===== src/hw/rtl/base64_codec_core_defines.svh =====
// Assertion macros used by the base64 codec job queue
`ifndef BASE64_CODEC_CORE_DEFINES_SVH
`define BASE64_CODEC_CORE_DEFINES_SVH

// Same-cycle implication, disabled during reset
`define B64C_ASSERT_IMP(lbl, ante, cons, msg) \
  lbl: assert property (@(posedge clk) disable iff (!rst_n) (ante) |-> (cons)) \
    else $error(msg);

// Next-cycle implication, disabled during reset
`define B64C_ASSERT_NEXT(lbl, ante, cons, msg) \
  lbl: assert property (@(posedge clk) disable iff (!rst_n) (ante) |=> (cons)) \
    else $error(msg);

`endif


===== src/hw/rtl/b64c_pkg.sv =====
// Package: job descriptor, queue sizing and alphabet mapping for the base64 codec
package b64c_pkg;

  localparam int unsigned Q_DEPTH = 2;
  localparam int unsigned QPTR_W  = (Q_DEPTH > 1) ? $clog2(Q_DEPTH) : 1;
  localparam int unsigned QCNT_W  = $clog2(Q_DEPTH + 1);

  localparam logic [7:0] PAD_CHAR = 8'h3D;
  localparam logic       MODE_ENC = 1'b0;

  typedef struct packed {
    logic [3:0][7:0] bytes;
    logic [1:0]      last_idx;
    logic            last;
    logic            dv;
    logic            err;
  } job_t;

  typedef struct packed {
    logic       pad;
    logic       bad;
    logic [5:0] sext;
  } dec_t;

  function automatic logic [7:0] enc_char(input logic [5:0] s);
    logic [7:0] e;
    logic [7:0] r;
    e = {2'b00, s};
    if (s < 6'd26) begin
      r = 8'h41 + e;
    end else if (s < 6'd52) begin
      r = 8'h61 + e - 8'd26;
    end else if (s < 6'd62) begin
      r = 8'h30 + e - 8'd52;
    end else if (s == 6'd62) begin
      r = 8'h2B;
    end else begin
      r = 8'h2F;
    end
    return r;
  endfunction

  function automatic dec_t dec_char(input logic [7:0] c);
    dec_t d;
    d = '0;
    if (c >= 8'h41 && c <= 8'h5A) begin
      d.sext = 6'(c - 8'h41);
    end else if (c >= 8'h61 && c <= 8'h7A) begin
      d.sext = 6'(c - 8'h61 + 8'd26);
    end else if (c >= 8'h30 && c <= 8'h39) begin
      d.sext = 6'(c - 8'h30 + 8'd52);
    end else if (c == 8'h2B) begin
      d.sext = 6'd62;
    end else if (c == 8'h2F) begin
      d.sext = 6'd63;
    end else if (c == PAD_CHAR) begin
      d.pad = 1'b1;
    end else begin
      d.bad = 1'b1;
    end
    return d;
  endfunction

  // Bytes of n held sextets in v, closing the stream
  function automatic job_t flush_job(input logic [23:0] v, input logic [2:0] n);
    job_t j;
    j      = '0;
    j.last = 1'b1;
    j.dv   = 1'b1;
    case (n)
      3'd4: begin
        j.bytes[0] = v[23:16];
        j.bytes[1] = v[15:8];
        j.bytes[2] = v[7:0];
        j.last_idx = 2'd2;
      end
      3'd3: begin
        j.bytes[0] = v[17:10];
        j.bytes[1] = v[9:2];
        j.last_idx = 2'd1;
      end
      3'd2: begin
        j.bytes[0] = v[11:4];
        j.last_idx = 2'd0;
      end
      default: begin
        j.dv       = 1'b0;
        j.last_idx = 2'd0;
      end
    endcase
    return j;
  endfunction

endpackage


===== src/hw/rtl/b64c_front.sv =====
// Front end: accept items, track the group state and build result jobs
module b64c_front (
  input  logic              clk,
  input  logic              rst_n,
  input  logic              cfg_wr_en,
  input  logic              cfg_wr_data,
  input  logic              in_tvalid,
  output logic              in_tready,
  input  logic [7:0]        in_tdata,
  input  logic              in_tlast,
  input  logic              q_full,
  output logic              push,
  output b64c_pkg::job_t    job
);

  logic        mode_r, mode_nxt;
  logic [1:0]  gp_r, gp_nxt;
  logic [17:0] held_r, held_nxt;
  logic        drop_r, drop_nxt;

  logic           accept;
  logic           job_valid;
  logic [2:0]     cnt;
  logic [23:0]    ve, vs, vd;
  b64c_pkg::dec_t dc;

  assign in_tready = !q_full;
  assign accept    = in_tvalid && in_tready;
  assign push      = accept && job_valid;

  always_comb begin
    mode_nxt  = mode_r;
    gp_nxt    = gp_r;
    held_nxt  = held_r;
    drop_nxt  = drop_r;
    job_valid = 1'b0;
    job       = '0;
    cnt       = {1'b0, gp_r} + 3'd1;
    ve        = {held_r[15:0], in_tdata};
    vd        = {held_r, 6'b0};
    vs        = ve;
    dc        = b64c_pkg::dec_char(in_tdata);
    if (accept) begin
      if (drop_r) begin
        if (in_tlast) begin
          drop_nxt = 1'b0;
          gp_nxt   = '0;
          held_nxt = '0;
        end
      end else if (mode_r == b64c_pkg::MODE_ENC) begin
        if (cnt < 3'd3 && !in_tlast) begin
          held_nxt = {2'b00, ve[15:0]};
          gp_nxt   = cnt[1:0];
        end else begin
          if (cnt == 3'd1) begin
            vs = ve << 16;
          end else if (cnt == 3'd2) begin
            vs = ve << 8;
          end
          gp_nxt       = '0;
          held_nxt     = '0;
          job_valid    = 1'b1;
          job.bytes[0] = b64c_pkg::enc_char(vs[23:18]);
          job.bytes[1] = b64c_pkg::enc_char(vs[17:12]);
          job.bytes[2] = (cnt >= 3'd2) ? b64c_pkg::enc_char(vs[11:6]) : b64c_pkg::PAD_CHAR;
          job.bytes[3] = (cnt >= 3'd3) ? b64c_pkg::enc_char(vs[5:0]) : b64c_pkg::PAD_CHAR;
          job.last_idx = 2'd3;
          job.last     = in_tlast;
          job.dv       = 1'b1;
        end
      end else begin
        vd = {held_r, dc.sext};
        if (dc.bad) begin
          gp_nxt    = '0;
          held_nxt  = '0;
          drop_nxt  = !in_tlast;
          job_valid = 1'b1;
          job.last  = 1'b1;
          job.err   = 1'b1;
        end else if (dc.pad) begin
          job       = b64c_pkg::flush_job({6'b0, held_r}, {1'b0, gp_r});
          job_valid = 1'b1;
          gp_nxt    = '0;
          held_nxt  = '0;
          drop_nxt  = !in_tlast;
        end else if (in_tlast) begin
          job       = b64c_pkg::flush_job(vd, cnt);
          job_valid = 1'b1;
          gp_nxt    = '0;
          held_nxt  = '0;
        end else if (cnt < 3'd4) begin
          held_nxt = vd[17:0];
          gp_nxt   = cnt[1:0];
        end else begin
          gp_nxt       = '0;
          held_nxt     = '0;
          job_valid    = 1'b1;
          job.bytes[0] = vd[23:16];
          job.bytes[1] = vd[15:8];
          job.bytes[2] = vd[7:0];
          job.last_idx = 2'd2;
          job.dv       = 1'b1;
        end
      end
    end
    if (cfg_wr_en) begin
      mode_nxt = cfg_wr_data;
      gp_nxt   = '0;
      held_nxt = '0;
      drop_nxt = 1'b0;
    end
  end

  always_ff @(posedge clk) begin
    if (!rst_n) begin
      mode_r <= b64c_pkg::MODE_ENC;
      gp_r   <= '0;
      held_r <= '0;
      drop_r <= 1'b0;
    end else begin
      mode_r <= mode_nxt;
      gp_r   <= gp_nxt;
      held_r <= held_nxt;
      drop_r <= drop_nxt;
    end
  end

endmodule


===== src/hw/rtl/b64c_queue.sv =====
// Job queue between the front end and the result sequencer
`include "base64_codec_core_defines.svh"

module b64c_queue (
  input  logic           clk,
  input  logic           rst_n,
  input  logic           push,
  input  b64c_pkg::job_t job_in,
  output logic           full,
  input  logic           pop,
  output logic           valid,
  output b64c_pkg::job_t job_out
);

  b64c_pkg::job_t                      mem_r [b64c_pkg::Q_DEPTH];
  logic [b64c_pkg::QPTR_W-1:0]         wr_ptr_r, wr_ptr_nxt;
  logic [b64c_pkg::QPTR_W-1:0]         rd_ptr_r, rd_ptr_nxt;
  logic [b64c_pkg::QCNT_W-1:0]         count_r, count_nxt;

  assign full    = (count_r == b64c_pkg::QCNT_W'(b64c_pkg::Q_DEPTH));
  assign valid   = (count_r != '0);
  assign job_out = mem_r[rd_ptr_r];

  always_comb begin
    wr_ptr_nxt = wr_ptr_r;
    rd_ptr_nxt = rd_ptr_r;
    count_nxt  = count_r;
    if (push) begin
      wr_ptr_nxt = (wr_ptr_r == b64c_pkg::QPTR_W'(b64c_pkg::Q_DEPTH - 1)) ? '0 : wr_ptr_r + 1'b1;
    end
    if (pop) begin
      rd_ptr_nxt = (rd_ptr_r == b64c_pkg::QPTR_W'(b64c_pkg::Q_DEPTH - 1)) ? '0 : rd_ptr_r + 1'b1;
    end
    if (push && !pop) begin
      count_nxt = count_r + 1'b1;
    end else if (pop && !push) begin
      count_nxt = count_r - 1'b1;
    end
  end

  always_ff @(posedge clk) begin
    if (!rst_n) begin
      wr_ptr_r <= '0;
      rd_ptr_r <= '0;
      count_r  <= '0;
    end else begin
      wr_ptr_r <= wr_ptr_nxt;
      rd_ptr_r <= rd_ptr_nxt;
      count_r  <= count_nxt;
    end
  end

  always_ff @(posedge clk) begin
    if (push) begin
      mem_r[wr_ptr_r] <= job_in;
    end
  end

  `B64C_ASSERT_IMP(a_no_push_full, push, !full, "job pushed into a full queue")
  `B64C_ASSERT_IMP(a_no_pop_empty, pop, valid, "job popped from an empty queue")
  `B64C_ASSERT_NEXT(a_push_holds, push && !pop, count_r != '0, "pushed job lost")

endmodule


===== src/hw/rtl/b64c_back.sv =====
// Result sequencer: walk each job's entries into the output register
module b64c_back (
  input  logic           clk,
  input  logic           rst_n,
  input  logic           q_valid,
  input  b64c_pkg::job_t job,
  output logic           pop,
  output logic           out_tvalid,
  input  logic           out_tready,
  output logic [7:0]     out_tdata,
  output logic           out_tlast,
  output logic [1:0]     out_tuser
);

  logic       valid_r, valid_nxt;
  logic [1:0] idx_r, idx_nxt;
  logic [7:0] data_r;
  logic       last_r, dv_r, err_r;
  logic       load;

  assign load = q_valid && (!valid_r || out_tready);
  assign pop  = load && (idx_r == job.last_idx);

  always_comb begin
    valid_nxt = valid_r;
    idx_nxt   = idx_r;
    if (load) begin
      valid_nxt = 1'b1;
      idx_nxt   = pop ? 2'd0 : idx_r + 2'd1;
    end else if (out_tready) begin
      valid_nxt = 1'b0;
    end
  end

  always_ff @(posedge clk) begin
    if (!rst_n) begin
      valid_r <= 1'b0;
      idx_r   <= '0;
    end else begin
      valid_r <= valid_nxt;
      idx_r   <= idx_nxt;
    end
  end

  always_ff @(posedge clk) begin
    if (load) begin
      data_r <= job.bytes[idx_r];
      last_r <= job.last && (idx_r == job.last_idx);
      dv_r   <= job.dv;
      err_r  <= job.err;
    end
  end

  assign out_tvalid = valid_r;
  assign out_tdata  = data_r;
  assign out_tlast  = last_r;
  assign out_tuser  = {err_r, dv_r};

endmodule


===== src/hw/rtl/base64_codec_core.sv =====
// Base64 codec top level: front end, job queue and result sequencer
// Path: the first result of an item is registered in the job queue, then in the output register.
// Throughput: one item per cycle while the queue has room; one result per cycle out of the
// output register while out_tready is high; encode makes four results per three items.
// Reset: synchronous active-low rst_n; mode returns to encode, group state and queue clear.
module base64_codec_core (
  input  logic       clk,
  input  logic       rst_n,
  input  logic       cfg_wr_en,
  input  logic       cfg_wr_data,
  input  logic       in_tvalid,
  output logic       in_tready,
  input  logic [7:0] in_tdata,   // [7:0] data_in
  input  logic       in_tlast,
  output logic       out_tvalid,
  input  logic       out_tready,
  output logic [7:0] out_tdata,  // [7:0] data_out
  output logic       out_tlast,
  output logic [1:0] out_tuser   // [0] data_valid, [1] error
);

  logic           q_full;
  logic           q_push;
  logic           q_pop;
  logic           q_valid;
  b64c_pkg::job_t job_in;
  b64c_pkg::job_t job_out;

  b64c_front u_front (
    .clk        (clk),
    .rst_n      (rst_n),
    .cfg_wr_en  (cfg_wr_en),
    .cfg_wr_data(cfg_wr_data),
    .in_tvalid  (in_tvalid),
    .in_tready  (in_tready),
    .in_tdata   (in_tdata),
    .in_tlast   (in_tlast),
    .q_full     (q_full),
    .push       (q_push),
    .job        (job_in)
  );

  b64c_queue u_queue (
    .clk    (clk),
    .rst_n  (rst_n),
    .push   (q_push),
    .job_in (job_in),
    .full   (q_full),
    .pop    (q_pop),
    .valid  (q_valid),
    .job_out(job_out)
  );

  b64c_back u_back (
    .clk       (clk),
    .rst_n     (rst_n),
    .q_valid   (q_valid),
    .job       (job_out),
    .pop       (q_pop),
    .out_tvalid(out_tvalid),
    .out_tready(out_tready),
    .out_tdata (out_tdata),
    .out_tlast (out_tlast),
    .out_tuser (out_tuser)
  );

endmodule


===== config.mk =====
export PLATFORM = sky130hd
export DESIGN_NAME = base64_codec_core
export DESIGN_NICKNAME = d
export VERILOG_FILES = /design/src/hw/rtl/b64c_pkg.sv /design/src/hw/rtl/b64c_front.sv /design/src/hw/rtl/b64c_queue.sv /design/src/hw/rtl/b64c_back.sv /design/src/hw/rtl/base64_codec_core.sv
export VERILOG_INCLUDE_DIRS = /design/src /design/src/hw/rtl
export SDC_FILE = /design/constraint.sdc
export NUM_CORES = 1
export LEC_CHECK = 0
export ABC_AREA = 1
export BUFFER_PORTS_ARGS = -buffer_cell sky130_fd_sc_hd__buf_4
export CELL_PAD_IN_SITES_DETAIL_PLACEMENT = 0
export CELL_PAD_IN_SITES_GLOBAL_PLACEMENT = 1
export CORE_ASPECT_RATIO = 1.4
export CORE_MARGIN = 3
export CORE_UTILIZATION = 51
export DETAILED_ROUTE_END_ITERATION = 12
export GPL_TIMING_DRIVEN = 1
export PLACE_DENSITY = 0.88
export SYNTH_ARGS = -nofsm -noshare
export SYNTH_HDL_FRONTEND = slang
export SYNTH_SLANG_ARGS = --single-unit

===== constraint.sdc =====
create_clock -name clk -period 7.34 [get_ports clk]
set_input_delay 1.101 -clock clk [delete_from_list [all_inputs] [get_ports clk]]
set_output_delay 1.101 -clock clk [all_outputs]
set_load 0.01 [all_outputs]

==> results.ini <==
[outcome]
outcome = finished, final reports clean

[yosys]
syn-num-nets = 1241
syn_avg_cell_area_um2 = 7.37
synthCells = 1170
synth_cell_type_count = 49
synth_area_leaders = edfxtp_1 (30%), nand2_1 (11%), ha_1 (8.1%)
seq_area_frac_synth_pct = 36.6
ys_ff_latch = 115
yosys_warnings = 0
synth_top_area_cell = edfxtp_1
synth_area_um2 = 8620
yosysTopAreaCellShare_pct = 29.6

[route]
vias_per_cell = 5.78
post_drt_wl_per_cell_um = 18.2
drc = 0
num_vias = 8041
drt.antenna.violating_nets = 0
drtIter0Drc = 892
drt_wl_total_um = 25400
drt-pass1-iter-count = 6

[global_route]
grt_pass1_wl_um = 40600
grt_max_degree = 39
grt_pass1_vias = 7591
grt_usage_pct = 28.1
antenna_found_initial = 0
grt-ovfl-total = 0

[clock_network]
cts_setup_buffers = 0
clockRootBuffer = clkbuf_16
cts_tree = done
cts-buffers-inserted = 17
ctsHoldBuffers = 0
htreeDepth = 4
clock_latency_ns = 0.42
cts_resized = 0
clock_path_buffers = 2
cts.sinks = 115
clk_pin_slew_ns = 0.06

[layout]
fin_area_um2 = 9530
final_cells = 1392
n_antenna_cell = 0
final_util_pct = 58.2
fillerInstances = 1593
layout-drive-gt1-share_pct = 8.97
syn2layout_area_growth_pct = 10.6
fin_nets = 1252
final_cell_mix = nand2_1 (247), nor2_1 (153), inv_1 (122)
layout_commonest_cell = nand2_1

[placement]
dpl.hpwl_um = 19000
io_buffers = 27
globalplace.congestion = 0.965
dp_slack_ns = 3.15
place_area_um2 = 8920
place_inst = 1361

[timing]
fin_crit_sh_pct = 54.1
tns_ns = 0
drv_slew = 0
min_period_ns = 3.97
relSlewSlack_pct = 29.3
rsz0062_at_grt = false
finalHoldViolations = 0
skew_ns = 0.0130
setup_slack_ns = 3.37
tightest_slew_ns = 1.06
setup_viol = 0
fmax_mhz = 252

[critical_path]
worstPathCellList = inv_1 > ha_1 > buf_4 > inv_2 > o211ai_1 > o21ai_1 > inv_1 > ha_1 > nand2_1 > inv_1 > nor2_1 > inv_1 > o211ai_1 > o21ai_0 > a21oi_1 > nand2_1 > inv_1
slowest_stage = dfxtp_1
crit_type = reg2reg
crit_path_end_kind = flip-flop
cp_top_family = buffers and inverters
cp_max_fo = 20
cp-start-kind = flip-flop
worst_path_most_repeated_cell = inv_1
required_ns = 7.60
critPathBufInv = 7
slowest_delay_ns = 0.43
crit_arrival_ns = 4.23

[pwr]
p_per_area_nw_per_um2 = 257
ir_drop_uv = 153
p_leak_uw = 0.00389

[floorplan]
die_w_um = 116
die_h_um = 160
die_area_um2 = 18500
coreArea_um2 = 16400
io_pins = 28
start_util_pct = 52.6
fp-row-count = 55

[job]
cap_violations = 0

[hold_path]
hp-class = reg2reg

[kinds of logic after synthesis]
family          Yosys count  synth area share, %
compound gates          285                 18.7
xor+xnor                 26                 2.64
flops                   115                 36.6
fa+ha+maj                56                 8.13
buf+inv                 180                 8.62
simple gates            508                 25.3
[final timing paths]
| path | endpoint | slack [ns] | from | cells after the start |
|---|---|---|---|---|
| max | u_queue.mem_r[0][17] | 3.37 | u_front.gp_r[0] | 17 |
| min | u_front.held_r[16] | 0.48 | u_front.held_r[16] | 2 |
| max reg2reg | u_queue.mem_r[0][17] | 3.37 | u_front.gp_r[0] | 17 |
| min reg2reg | u_front.held_r[16] | 0.48 | u_front.held_r[16] | 2 |
[report_power, final]
part | total (uW) | internal (uW) | leakage (uW) | switching (uW)
registers | 876 | 837 | 0.00104 | 38.7
logic | 723 | 229 | 0.00256 | 493
clock network | 853 | 565 | 0.000293 | 287
[stage by stage]
stage                     hold WS, ns  power [uW]
after floorplan                 0.446        1370
after global placement          0.465        1600
after detailed placement        0.468        1610
after CTS                       0.476        2460
after global routing            0.488        2590
final                           0.476        2450
[cell usage after synthesis, drive strengths merged]
cell type,count
nand2,251
nor2,162
inv,134
o21ai,124
edfxtp,85
a21oi,84
nand3,59
ha,56
dfxtp,30
clkbuf,23
nor3,23
xor2,21
buf,19
o211ai,19
a31oi,14
o22ai,11
o21bai,10
nand4,9
a211oi,5
a21boi,5
xnor2,5
a22oi,4
clkinv,4
o31ai,3
o221ai,2
a41oi,1
and3,1
nand3b,1
nor4,1
o2111ai,1
o211a,1
o311ai,1
or2,1
[per-layer routing]
| metal | track usage, % | vias up | part of all wire (%) | wire length (um) |
|---|---|---|---|---|
| li1 | - | 3952 | - | - |
| met1 | 35.2 | 3682 | 40 | 10100 |
| met2 | 46.6 | 323 | 49 | 12400 |
| met3 | 3.98 | 84 | 6.0 | 1520 |
| met4 | 14.5 | 0 | 5.5 | 1390 |
| met5 | 0 | - | 0 | 0 |
[state kept, by name, summed over array words and instances (netlist names), named ones only]
signal             count
u_back.dv_r            1
u_back.err_r           1
u_back.idx_r           2
u_back.out_tdata       8
u_back.out_tlast       1
u_back.out_tvalid      1
u_front.drop_r         1
u_front.gp_r           2
u_front.held_r        18
u_front.mode_r         1
u_queue.count_r        2
u_queue.mem_r         74
u_queue.rd_ptr_r       1
u_queue.wr_ptr_r       1
[final cells by class]
| cell class | instances | area, um^2 | area share, % |
|---|---|---|---|
| clock buffer | 18 | 429 | 4.50 |
| multi-input combinational | 875 | 4740 | 49.7 |
| sequential | 115 | 3150 | 33.1 |
| inverter | 138 | 520 | 5.46 |
| clock inverter | 13 | 185 | 1.94 |
| tap | 199 | 249 | 2.61 |
| timing repair buffer | 34 | 255 | 2.68 |
[tightest hold or removal path: cells and delay by family (launching register included)]
| kind | cells | cell delay, ns |
|---|---|---|
| simple gates | 1 | 0.06 |
| compound gates | 1 | 0.06 |
| flops | 1 | 0.31 |
No activity file was read; power rests on OpenSTA's default activity.
